<file path="src/rtl/mhcc_pkg.sv">
// Shared types, codes and helpers for the multitype hardcore conflict check.
`timescale 1ns / 1ps
package mhcc_pkg;

  // Field widths fixed by the stream payload
  localparam int CMD_W    = 2;
  localparam int SLOT_W   = 10;
  localparam int POS_W    = 16;
  localparam int KIND_W   = 2;
  localparam int R2_W     = 34;
  localparam int COUNT_W  = 11;
  localparam int PERIOD_W = 16;
  localparam int SQ_W     = 2 * POS_W;

  localparam int IN_DATA_W  = 104;
  localparam int OUT_DATA_W = 8;
  localparam int CFG_IDX_W  = 2;
  localparam int CFG_DATA_W = 16;

  typedef enum logic [CMD_W-1:0] {
    CMD_STORE_POINT  = 2'd0,
    CMD_STORE_RADIUS = 2'd1,
    CMD_QUERY        = 2'd2
  } cmd_t;

  localparam logic [CFG_IDX_W-1:0] REG_PERIODIC = 2'd0;
  localparam logic [CFG_IDX_W-1:0] REG_PERIOD_X = 2'd1;
  localparam logic [CFG_IDX_W-1:0] REG_PERIOD_Y = 2'd2;

  typedef enum logic [1:0] {
    ST_IDLE,
    ST_SCAN,
    ST_DRAIN,
    ST_RESP
  } state_t;

  // One scan slot handed from the sequencer to the distance pipeline
  typedef struct packed {
    logic valid;
    logic keep;
  } issue_t;

  typedef struct packed {
    logic busy;
    logic hit;
  } dist_status_t;

  // Fold an axis difference onto the torus when wrapping is on
  function automatic logic [POS_W-1:0] axis_gap(logic [POS_W-1:0] d,
                                                logic [PERIOD_W-1:0] p,
                                                logic wrap);
    logic [POS_W-1:0] g;
    logic [POS_W-1:0] rest;
    g    = d;
    rest = p - d;
    if (wrap) begin
      if (p < d) begin
        g = d - p;
      end else if (rest < d) begin
        g = rest;
      end
    end
    return g;
  endfunction

endpackage

</file>
<file path="src/rtl/mhcc_ctrl.sv">
// Sequencer: accepts commands, walks the point slots, returns the result.
`timescale 1ns / 1ps
module mhcc_ctrl #(
  parameter int MAX_POINTS = 1024,
  parameter int AW         = 10,
  parameter int JW         = 11
) (
  input  logic                          clk,
  input  logic                          rst_n,
  input  logic                          in_fire,
  input  logic [mhcc_pkg::CMD_W-1:0]    in_cmd,
  input  logic [mhcc_pkg::COUNT_W-1:0]  point_count,
  input  logic                          skip_valid,
  input  logic [mhcc_pkg::SLOT_W-1:0]   skip_slot,
  input  mhcc_pkg::dist_status_t        status,
  input  logic                          out_ready,
  output logic                          in_ready,
  output logic                          flush,
  output mhcc_pkg::issue_t              issue,
  output logic [AW-1:0]                 rd_addr,
  output logic                          out_valid,
  output logic                          out_allowed,
  output logic [mhcc_pkg::CMD_W-1:0]    out_answered
);

  mhcc_pkg::state_t state_r, state_nxt;

  logic [JW-1:0]                j_r, cnt_r;
  logic                         skv_r;
  logic [mhcc_pkg::SLOT_W-1:0]  sks_r;
  logic [mhcc_pkg::CMD_W-1:0]   cmd_r;
  logic                         out_valid_r, out_allowed_r;
  logic [mhcc_pkg::CMD_W-1:0]   out_answered_r;

  logic          is_query;
  logic          load_out;
  logic [JW-1:0] pc;
  logic [JW-1:0] pc_sat;

  assign is_query = (in_cmd == mhcc_pkg::CMD_QUERY);
  assign pc       = JW'(point_count);
  assign pc_sat   = (pc > JW'(MAX_POINTS)) ? JW'(MAX_POINTS) : pc;

  always_comb begin
    state_nxt = state_r;
    case (state_r)
      mhcc_pkg::ST_IDLE: begin
        if (in_fire) begin
          state_nxt = is_query ? mhcc_pkg::ST_SCAN : mhcc_pkg::ST_RESP;
        end
      end
      mhcc_pkg::ST_SCAN: begin
        if (status.hit) begin
          state_nxt = mhcc_pkg::ST_RESP;
        end else if (j_r == cnt_r) begin
          state_nxt = mhcc_pkg::ST_DRAIN;
        end
      end
      mhcc_pkg::ST_DRAIN: begin
        if (status.hit || !status.busy) begin
          state_nxt = mhcc_pkg::ST_RESP;
        end
      end
      mhcc_pkg::ST_RESP: begin
        if (!out_valid_r || out_ready) begin
          state_nxt = mhcc_pkg::ST_IDLE;
        end
      end
      default: state_nxt = mhcc_pkg::ST_IDLE;
    endcase
  end

  always_comb begin
    in_ready    = 1'b0;
    issue.valid = 1'b0;
    load_out    = 1'b0;
    case (state_r)
      mhcc_pkg::ST_IDLE: in_ready = 1'b1;
      mhcc_pkg::ST_SCAN: issue.valid = (j_r != cnt_r);
      mhcc_pkg::ST_RESP: load_out = !out_valid_r || out_ready;
      default: ;
    endcase
    issue.keep = !(skv_r && (j_r == JW'(sks_r)));
    rd_addr    = j_r[AW-1:0];
    flush      = in_fire && is_query;
  end

  always_ff @(posedge clk) begin
    if (!rst_n) begin
      state_r     <= mhcc_pkg::ST_IDLE;
      out_valid_r <= 1'b0;
    end else begin
      state_r <= state_nxt;
      if (load_out) begin
        out_valid_r <= 1'b1;
      end else if (out_ready) begin
        out_valid_r <= 1'b0;
      end
    end
  end

  always_ff @(posedge clk) begin
    if (in_fire) begin
      j_r   <= '0;
      cnt_r <= pc_sat;
      skv_r <= skip_valid;
      sks_r <= skip_slot;
      cmd_r <= in_cmd;
    end else if (issue.valid) begin
      j_r <= j_r + JW'(1);
    end
    if (load_out) begin
      out_allowed_r  <= (cmd_r == mhcc_pkg::CMD_QUERY) ? !status.hit : 1'b1;
      out_answered_r <= cmd_r;
    end
  end

  assign out_valid    = out_valid_r;
  assign out_allowed  = out_allowed_r;
  assign out_answered = out_answered_r;

endmodule

</file>
<file path="config.mk">
export PLATFORM = sky130hd
export DESIGN_NAME = mhcc_ctrl
export DESIGN_NICKNAME = d
export VERILOG_FILES = /design/src/rtl/mhcc_pkg.sv /design/src/rtl/mhcc_ctrl.sv
export SDC_FILE = /design/constraint.sdc
export NUM_CORES = 1
export LEC_CHECK = 0
export BUFFER_PORTS_ARGS = -buffer_cell sky130_fd_sc_hd__buf_2
export CAP_MARGIN = 10
export CORE_MARGIN = 5
export CORE_UTILIZATION = 48
export DETAILED_ROUTE_END_ITERATION = 8
export PLACE_DENSITY = 0.84
export SYNTH_ARGS = -nofsm -noshare
export SYNTH_HDL_FRONTEND = slang
export SYNTH_SLANG_ARGS = --single-unit
</file>
<file path="constraint.sdc">
create_clock -name clk -period 1.6 [get_ports clk]
set_input_delay 0.08 -clock clk [delete_from_list [all_inputs] [get_ports clk]]
set_output_delay 0.08 -clock clk [all_outputs]
set_load 0.02 [all_outputs]
</file>
==> run summary <==
CTS HTree Levels: 2
failing checks: setup timing
DR iter-0 viols: 121
min Tclk post-route: 1.79 ns
synthesized net count: 204
peak supply drop: 730 uV
arrival time at the worst endpoint: 1.97 ns
outcome: finished with violations
Synth Area per Inst: 12.0 sq um
first-pass iteration count of the detailed router: 4
drc violations: 0
Die Span Y: 74.9 um
RSZ-0062 raised after global routing: yes
CTS clk-pin slew, worst paths: 0.08 ns
antenna-violating nets left: 0
Synth warnings: 0
PortBufs: 47
Cells after DPL: 265
Mapped Cells: 169
max-cap check violation count: 0
post-synthesis sequential area ratio: 54.0%
Rel. slew slack: 71.1%
RR Startpoint: cnt_r[6]$_SDFFCE_PN0P_
post-synth cell types: 38
Fmax: 559 MHz
CP endpoint kind: flop
antenna fix cells: 0
Worst Min Path Start: rst_n
Max FO, Critical Path: 7
startpoint types: flop
Clock Skew: 0.00998 ns
Clock Root Buffer: clkbuf_8
hold endpoint: out_valid$_SDFFE_PN0P_
Core ar.: 4030 sq um
R2R cell count: 8
final clock period utilization by the worst path: 112%
Clock Tree Buf Depth: 2
I/O pins: 48
vias in the first global route: 1539
antenna violations before repair: 0
setup TNS: -1.82 ns
hold path depth: 2
reg-to-reg setup timing slack: -0.19 ns
Post-DP Area: 2310 sq um
worst slew pin tran: 0.434 ns
DR vias: 1498
CTS buffer count: 5
Final Hold Vio Count: 0
worst-skew pair later-pin latency: 0.30 ns
TritonCTS clock tree: built
detail-routed via count per cell: 5.11
final worst setup slack: -0.188 ns
Final Non-Filler Cells: 293
drt wl/cell: 16.1 um
DIE WIDTH: 74.9 um
Crit Path Class: flop to flop
Detailed Place HPWL: 2980 um
Min-Delay Path Class: primary input to flop
Final setup viols: 15
final wirelength: 4730 um
share of cells above drive strength 1: 44.4%
GP Congestion: 0.800
num rows: 23
Final Max Tran Viols: 0
Leak: 0.00119 uW
first-pass GRT wire length: 7170 um
Global Route Usage Sum: 17.5%
Post-Syn Area: 2020 sq um
r2r endpoint: j_r[3]$_SDFFE_PP0P_
PD cells: 1170 nW/um^2
GRT Residual Overflow: 0
clock sink count: 41
worst path required time: 1.78 ns
die area: 5610 sq um
NumNets Final: 277
#FFs+latches synth: 41
cell area after layout: 2750 sq um
Layout area overhead: 35.9%
initial core utilization: 50.2%
largest net degree at the start of global routing: 39
==> through the flow <==
step	hold slack (ns)	power [uW]	utilization (%)	worst slack (ns)
floorplan	0.179	1880	-	-0.0171
global placement	0.258	2120	57.3	-0.0886
detailed placement	0.258	2160	57.3	-0.181
CTS	0.00968	3150	65.7	-0.0774
global route	0.0300	3360	68.1	-0.282
finish	0.0339	3210	68.1	-0.188
==> cell families after synthesis <==
family,count (synthesis),share of synthesized area (%)
compound gates,14,4.83
xor+xnor,29,12.6
fa+ha+maj,5,3.10
buf+inv,23,8.23
flops,41,54.0
mux,1,0.495
simple gates,56,16.8
==> cell type report <==
class | instances | area, sq um
clock buffer | 6 | 72.6
clock inverter | 2 | 33.8
fill | 280 | 1280
inverter | 3 | 11.3
multi-input combinational | 105 | 863
sequential | 41 | 1100
tap | 50 | 62.6
timing repair buffer | 86 | 602
==> worst max-delay path, stage by stage, from the launching register on <==
cell and delay [ns]:
edfxtp_1 0.40, xor2_1 0.17, nor4_2 0.30, buf_4 0.18, a31oi_4 0.12, buf_12 0.18
nand4_1 0.10, xor2_1 0.17, nor2_1 0.06
==> layer usage <==
metal	global-route usage, %	wire (um)
met3	6.01	403
met2	27.9	2280
met5	0	0
met1	21.2	1940
met4	8.30	97
==> sequential cells by signal (all words and copies together), names as in the netlist, 2 cells and up <==
name          count
sks_r            10
cnt_r            11
cmd_r             2
j_r              11
out_answered      2
state_r           2
==> cell usage in the layout, fill, tap and decap left out, drive strengths merged, types with 4 or more instances in the layout <==
master and instances:
nand2 4, clkbuf 6, xor2 20, edfxtp 27, buf 73, nand4 8, dlygate4sd3 13, nor2b 15
xnor2 9, ha 5, nor2 10, nand3 4, dfxtp 14
==> power breakdown <==
part	internal [uW]	total [uW]	switching [uW]	leakage (uW)
clock	460	813	353	0.0000528
combinational	519	1070	554	0.000763
sequential	1250	1330	75.2	0.000377
==> synthesized netlist by cell type, drive strengths merged <==
cell / instances / share of area (%)
nor4: 3 / 1.5
edfxtp: 27 / 40
o21ai: 3 / 0.74
nand3: 4 / 0.99
o211ai: 1 / 0.37
a21oi: 3 / 0.74
inv: 3 / 0.56
nand4: 8 / 2.8
buf: 16 / 6.9
a31oi: 1 / 0.62
nand2: 4 / 0.74
a21boi: 1 / 0.37
nand3b: 3 / 1.1
nor2: 10 / 1.9
xor2: 20 / 8.7
dfxtp: 14 / 14
a21o: 2 / 0.74
a211o: 1 / 0.43
and3b: 1 / 0.43
and3: 2 / 0.68
mux2i: 1 / 0.50
and4: 2 / 0.93
ha: 5 / 3.1
nor2b: 15 / 4.6
clkbuf: 4 / 0.80
xnor2: 9 / 3.9
and2: 1 / 0.31
a221oi: 1 / 0.43
nor3: 3 / 0.74
o21a: 1 / 0.37
==> what timing repair did <==
| action | in CTS | in global routing |
|---|---|---|
| setup endpoints to repair | 15 | 15 |
| resized for setup | 15 | 18 |
| hold endpoints to repair | 13 | 0 |
| hold buffers | 13 | 0 |
| pin swaps | 13 | 6 |
| buffers inserted | 4 | 3 |
==> worst max path at each step <==
stage                           start                   to  slack, ns  cells after the start
2_1_floorplan     j_r[2]$_SDFFE_PP0P_  j_r[3]$_SDFFE_PP0P_      -0.02                      8
3_3_place_gp   cnt_r[2]$_SDFFCE_PN0P_  j_r[3]$_SDFFE_PP0P_      -0.09                      6
3_5_place_dp   cnt_r[2]$_SDFFCE_PN0P_  j_r[5]$_SDFFE_PP0P_      -0.18                      6
4_1_cts        cnt_r[6]$_SDFFCE_PN0P_             issue[1]      -0.08                      5
5_1_grt        cnt_r[9]$_SDFFCE_PN0P_  j_r[3]$_SDFFE_PP0P_      -0.28                      8
6_report       cnt_r[6]$_SDFFCE_PN0P_  j_r[3]$_SDFFE_PP0P_      -0.19                      8
(Power assumes the default switching activity.)
