===== config.mk =====
export PLATFORM = sky130hd
export DESIGN_NAME = mhcc_dist
export DESIGN_NICKNAME = d
export VERILOG_FILES = /design/src/rtl/mhcc_pkg.sv /design/src/rtl/mhcc_dist.sv
export SDC_FILE = /design/constraint.sdc
export NUM_CORES = 1
export LEC_CHECK = 0
export ABC_AREA = 1
export BUFFER_PORTS_ARGS = -buffer_cell sky130_fd_sc_hd__buf_2
export CAP_MARGIN = 5
export CORE_MARGIN = 4
export CORE_UTILIZATION = 59
export DETAILED_ROUTE_END_ITERATION = 8
export HOLD_SLACK_MARGIN = 0.02
export PLACE_DENSITY = 0.89
export SLEW_MARGIN = 40
export SYNTH_ARGS = -nofsm -noshare
export SYNTH_HDL_FRONTEND = slang
export SYNTH_SLANG_ARGS = --single-unit

===== constraint.sdc =====
create_clock -name clk -period 5.3 [get_ports clk]
set_input_delay 0.265 -clock clk [delete_from_list [all_inputs] [get_ports clk]]
set_output_delay 0.265 -clock clk [all_outputs]
set_load 0.005 [all_outputs]

===== src/rtl/mhcc_pkg.sv =====
// Shared types, codes and helpers for the multitype hardcore conflict check.
`timescale 1ns / 1ps
package mhcc_pkg;

  // Field widths fixed by the stream payload
  localparam int CMD_W    = 2;
  localparam int SLOT_W   = 10;
  localparam int POS_W    = 16;
  localparam int KIND_W   = 2;
  localparam int R2_W     = 34;
  localparam int COUNT_W  = 11;
  localparam int PERIOD_W = 16;
  localparam int SQ_W     = 2 * POS_W;

  localparam int IN_DATA_W  = 104;
  localparam int OUT_DATA_W = 8;
  localparam int CFG_IDX_W  = 2;
  localparam int CFG_DATA_W = 16;

  typedef enum logic [CMD_W-1:0] {
    CMD_STORE_POINT  = 2'd0,
    CMD_STORE_RADIUS = 2'd1,
    CMD_QUERY        = 2'd2
  } cmd_t;

  localparam logic [CFG_IDX_W-1:0] REG_PERIODIC = 2'd0;
  localparam logic [CFG_IDX_W-1:0] REG_PERIOD_X = 2'd1;
  localparam logic [CFG_IDX_W-1:0] REG_PERIOD_Y = 2'd2;

  typedef enum logic [1:0] {
    ST_IDLE,
    ST_SCAN,
    ST_DRAIN,
    ST_RESP
  } state_t;

  // One scan slot handed from the sequencer to the distance pipeline
  typedef struct packed {
    logic valid;
    logic keep;
  } issue_t;

  typedef struct packed {
    logic busy;
    logic hit;
  } dist_status_t;

  // Fold an axis difference onto the torus when wrapping is on
  function automatic logic [POS_W-1:0] axis_gap(logic [POS_W-1:0] d,
                                                logic [PERIOD_W-1:0] p,
                                                logic wrap);
    logic [POS_W-1:0] g;
    logic [POS_W-1:0] rest;
    g    = d;
    rest = p - d;
    if (wrap) begin
      if (p < d) begin
        g = d - p;
      end else if (rest < d) begin
        g = rest;
      end
    end
    return g;
  endfunction

endpackage


===== src/rtl/mhcc_dist.sv =====
// Shared distance pipeline: gap, wrap, square, compare against radius.
`timescale 1ns / 1ps
module mhcc_dist #(
  parameter int CW        = 16,
  parameter int PW        = 34,
  parameter int TW        = 4,
  parameter int MAX_TYPES = 4
) (
  input  logic                          clk,
  input  logic                          rst_n,
  input  logic                          flush,
  input  logic [CW-1:0]                 q_x,
  input  logic [CW-1:0]                 q_y,
  input  logic [mhcc_pkg::KIND_W-1:0]   q_kind,
  input  logic                          wrap,
  input  logic [mhcc_pkg::PERIOD_W-1:0] period_x,
  input  logic [mhcc_pkg::PERIOD_W-1:0] period_y,
  input  mhcc_pkg::issue_t              issue,
  input  logic [PW-1:0]                 pt_rdata,
  output logic [TW-1:0]                 tb_raddr,
  input  logic [mhcc_pkg::R2_W-1:0]     tb_rdata,
  output mhcc_pkg::dist_status_t        status
);

  localparam int PS = mhcc_pkg::POS_W;

  logic [CW-1:0]                 qx_r;
  logic [CW-1:0]                 qy_r;
  logic [mhcc_pkg::KIND_W-1:0]   qk_r;

  logic s0_v_r, s0_keep_r;
  logic s1_v_r, s1_keep_r;
  logic s2_v_r, s2_keep_r;
  logic s3_v_r, s3_keep_r;
  logic hit_r;

  logic [PS-1:0] s1_dx_r, s1_dy_r;
  logic [PS-1:0] s2_gx_r, s2_gy_r;
  logic [mhcc_pkg::R2_W-1:0] s2_r2_r, s3_r2_r;
  logic [mhcc_pkg::SQ_W-1:0] s3_sqx_r, s3_sqy_r;

  logic [CW-1:0]               px, py;
  logic [mhcc_pkg::KIND_W-1:0] sk;
  logic [PS-1:0]               ax, ay, bx, by, dx, dy;
  logic                        qual;
  logic [7:0]                  tidx;
  logic [mhcc_pkg::R2_W-1:0]   d2;

  always_ff @(posedge clk) begin
    if (flush) begin
      qx_r <= q_x;
      qy_r <= q_y;
      qk_r <= q_kind;
    end
  end

  // Stage A: raw axis differences, type check, table address
  always_comb begin
    px   = pt_rdata[CW-1:0];
    py   = pt_rdata[2*CW-1:CW];
    sk   = pt_rdata[2*CW+mhcc_pkg::KIND_W-1:2*CW];
    ax   = PS'(qx_r);
    ay   = PS'(qy_r);
    bx   = PS'(px);
    by   = PS'(py);
    dx   = (ax > bx) ? (ax - bx) : (bx - ax);
    dy   = (ay > by) ? (ay - by) : (by - ay);
    qual = s0_keep_r && (5'(qk_r) < 5'(MAX_TYPES)) && (5'(sk) < 5'(MAX_TYPES));
    tidx = 8'(qk_r) + 8'(sk) * 8'(MAX_TYPES);
    tb_raddr = tidx[TW-1:0];
    d2   = mhcc_pkg::R2_W'(s3_sqx_r) + mhcc_pkg::R2_W'(s3_sqy_r);
  end

  always_ff @(posedge clk) begin
    if (!rst_n || flush) begin
      s0_v_r <= 1'b0;
      s1_v_r <= 1'b0;
      s2_v_r <= 1'b0;
      s3_v_r <= 1'b0;
      hit_r  <= 1'b0;
    end else begin
      s0_v_r <= issue.valid;
      s1_v_r <= s0_v_r;
      s2_v_r <= s1_v_r;
      s3_v_r <= s2_v_r;
      if (s3_v_r && s3_keep_r && (d2 < s3_r2_r)) begin
        hit_r <= 1'b1;
      end
    end
  end

  always_ff @(posedge clk) begin
    s0_keep_r <= issue.keep;
    s1_keep_r <= qual;
    s1_dx_r   <= dx;
    s1_dy_r   <= dy;
    // Stage B: torus fold, radius arrives from the table
    s2_keep_r <= s1_keep_r;
    s2_gx_r   <= mhcc_pkg::axis_gap(s1_dx_r, period_x, wrap);
    s2_gy_r   <= mhcc_pkg::axis_gap(s1_dy_r, period_y, wrap);
    s2_r2_r   <= tb_rdata;
    // Stage C: squares
    s3_keep_r <= s2_keep_r;
    s3_sqx_r  <= s2_gx_r * s2_gx_r;
    s3_sqy_r  <= s2_gy_r * s2_gy_r;
    s3_r2_r   <= s2_r2_r;
  end

  assign status.busy = s0_v_r | s1_v_r | s2_v_r | s3_v_r;
  assign status.hit  = hit_r;

endmodule


==> summary.txt <==
Critical path
  • Crit path DAT: 5.69 ns
  • Nature of the critical path endpoint: flop
  • Worst EP required: 5.74 ns
  • Crit start category: flop
  • Most frequent CP cell: fa_1
  • Critical path's top delay family: adder cells
  • Worst R2R End: s3_sqx_r[31]
  • Slowest cell delay on critical path: 0.57 ns
  • FF-to-FF setup slack: 0.05 ns
  • R2R cell count: 21
  • Buf/Inv on CP: 5
  • CP Class: flop to flop
  • CP max-delay cell: fa_2
  • Reg2reg start: s2_gx_r[5]
  • Worst-path fanout max: 6
  • Crit path cell chain: buf_4 > nand2_1 > fa_2 > inv_1 > fa_1 > fa_1 > fa_1 > fa_1 > inv_1 > fa_1 > inv_1 > ha_4 > nand2_1 > inv_1 > nand2_2 > nor2_2 > nand4_1 > nand3_2 > nand3_1 > nand3b_1 > nand2_1

Logic synthesis
  • Synth async-reset ratio: 0
  • Distinct cells, synth: 51
  • Synthesized area: 0.0324 mm2
  • Synth area leader: fa_1
  • Top_reg_cell synth: dfxtp_1
  • Seq/Total Area, Yosys: 0.157
  • #FFs+latches synth: 237
  • Top-count cell post-synth: nand2_1
  • Syn Nets: 5321
  • Syn Area/Cell: 7.33 um2
  • EDFF count, synth: 34
  • Top cells by area, synth: fa_1 (20%), ha_1 (16%), dfxtp_1 (13%)
  • Synth Instances: 4425
  • Top cell types by occurrence after synthesis: nand2_1 (1062), inv_1 (1046), ha_1 (424)
  • Ys Warns: 0
  • Synth top area share: 0.205

Timing
  • Max-slew headroom: 0.478
  • Fin crit share: 0.991
  • Clock skew: 0.0406 ns
  • RSZ-0062 raised after global routing: true
  • Post-route setup slack: 0.0480 ns
  • Final Max Tran Viols: 0
  • Fmax achieved: 190 MHz
  • Least-Margin Pin Slew: 0.783 ns
  • Min cycle time layout: 5.25 ns
  • Final TNS setup: 0 ns
  • Final Hold Viols: 0
  • Final setup violating endpoints: 0

Place
  • DP Worst Slack: -0.196 ns
  • GPL Wtd Cong: 0.970
  • Dpl hpwl: 67.9 mm
  • Area after DPL: 0.0340 mm2
  • Placed Instances: 5220
  • Port bufs: 141

Die
  • Die Height: 242 um
  • FP Rows: 85
  • Die Area: 0.0588 mm2
  • Top Ports: 146
  • Core area: 0.0541 mm2
  • Starting Density: 0.599
  • DIE WIDTH: 242 um

Worst hold path
  • Hold WC Path Type: input port to flop
  • Hold Path End: s1_dx_r[0]
  • Min-Delay Path Depth: 4
  • Hold Path Origin: pt_rdata[0]

Route
  • Via count: 28801
  • Via density: 5.39
  • DRT iter0 DRCs: 1981
  • Antenna-violating nets left: 0
  • Drc violations: 0
  • Drt pass-1 iters: 6
  • Overall routed net length: 85.5 mm
  • Post-detailed-route wirelength per cell: 16.0 um

CTS
  • Clock sink count: 237
  • Reg clk slew, reported paths: 0.06 ns
  • Worst-skew pair later-pin latency: 0.58 ns
  • CTS tree: built
  • Max Buffers Root-to-Sink: 3
  • # H-tree levels: 1
  • CTS buffer count: 28
  • Root buffer cell: clkbuf_16

Global routing
  • Largest net degree at the start of global routing: 41
  • Initial antenna violation count: 13
  • Global-route wire length before repair: 139 mm
  • GR Overflow Total: 0
  • Vias in the first global route: 29541
  • GRT Total Usage: 0.282

Status
  • Status: finished clean

Layout
  • Proportion of layout cells with a drive suffix above 1: 0.109
  • Final instance area: 0.0366 mm2
  • Nets: 5524
  • Area Overhead vs Synth: 12.7%
  • Fin cells: 5347

Run
  • Max-cap viol count: 0
-- cell usage in the layout (no fill, tap or decap), types with 7 or more instances in the layout --
master and instances:
inv_1 1042, nand2_1 1040, ha_1 397, fa_1 327
a21oi_1 251, nor2_1 208, dfxtp_1 173, nand3_1 170
buf_2 139, xor2_1 122, o21ai_0 87, dlygate4sd3_1 70
buf_4 69, xnor2_1 42, nand4_1 39, nand2_2 39
edfxtp_1 34, a21o_1 32, clkbuf_16 30, o21bai_1 27
nor2_2 27, nor3_1 26, ha_4 22, dfxtp_4 22
a21oi_2 18, o21ai_1 14, o21ai_2 14, nor3_2 12
inv_2 10, nand3_2 10, nor2_4 10, o21a_1 9
a31oi_1 8, buf_6 8, dfxtp_2 8, nand2_4 7
or2_2 7, o211ai_1 7, clkbuf_8 7
-- registers in the layout, summed over array words and instances (netlist names), 2 cells and up --
signal    cells
s1_dx_r      16
s1_dy_r      16
s3_sqy_r     31
qk_r          2
s2_r2_r      34
s3_sqx_r     31
s2_gy_r      16
s3_r2_r      34
ax           16
ay           16
s2_gx_r      16
-- worst max path at each step --
stage                     start           end  slack (ns)  cells past startpoint
CTS                  s2_gx_r[8]  s3_sqx_r[23]       0.005                     19
detailed placement   s2_gx_r[3]  s3_sqx_r[30]       -0.20                     18
finish               s2_gx_r[5]  s3_sqx_r[31]        0.05                     21
global route         s2_gx_r[6]  s3_sqx_r[31]       -0.14                     22
floorplan           s2_gx_r[11]  s3_sqx_r[31]        0.02                     23
global placement     s2_gx_r[8]  s3_sqx_r[25]       -0.08                     19
-- per-stage QoR --
| step | hold WS (ns) | util |
|---|---|---|
| final | 0.0852 | 0.675 |
| after global routing | 0.0904 | 0.675 |
| after CTS | 0.0523 | 0.661 |
| after detailed placement | 0.312 | 0.628 |
| after global placement | 0.311 | 0.627 |
| after floorplan | 0.293 | - |
-- per-layer routing --
metal	share of wire	routed length (um)	GRT usage
met5	0.0013	111	0
met1	0.38	32600	0.332
met3	0.076	6530	0.0495
met4	0.045	3840	0.0973
met2	0.50	42400	0.518
-- cell families after synthesis --
| kind of cell | after synthesis | share of synthesized area |
|---|---|---|
| compound gates | 486 | 0.0841 |
| xor+xnor | 169 | 0.0456 |
| fa+ha+maj | 756 | 0.368 |
| buf+inv | 1170 | 0.141 |
| flops | 237 | 0.157 |
| simple gates | 1607 | 0.204 |
-- worst reg2reg max path: cells and delay by family, from the launching register on --
family                     cells  cell delay (ns)
adders and majority gates      7             3.28
buffers and inverters          5             0.46
DFF                            1             0.38
and+or+nand+nor                9             0.99
-- what timing repair did --
item	4_1_cts	5_1_grt
pin swaps	2	31
endpoints found under the setup margin	32	39
hold buffers	70	0
gates resized for setup	43	198
buffers inserted	0	4
hold endpoints to repair	70	0
-- cell type report --
cell class | instances | area, um2
Timing Repair Buffer | 289 | 2050
Sequential cell | 237 | 5180
Multi-Input combinational cell | 3018 | 23500
Antenna cell | 3 | 7.51
Clock inverter | 11 | 125
Fill cell | 4101 | 17600
Tap cell | 696 | 871
Inverter | 1054 | 3960
Clock buffer | 39 | 855
Power is not shown: default switching activity piles up to over one toggle a cycle in this logic, so the estimate is an artifact.
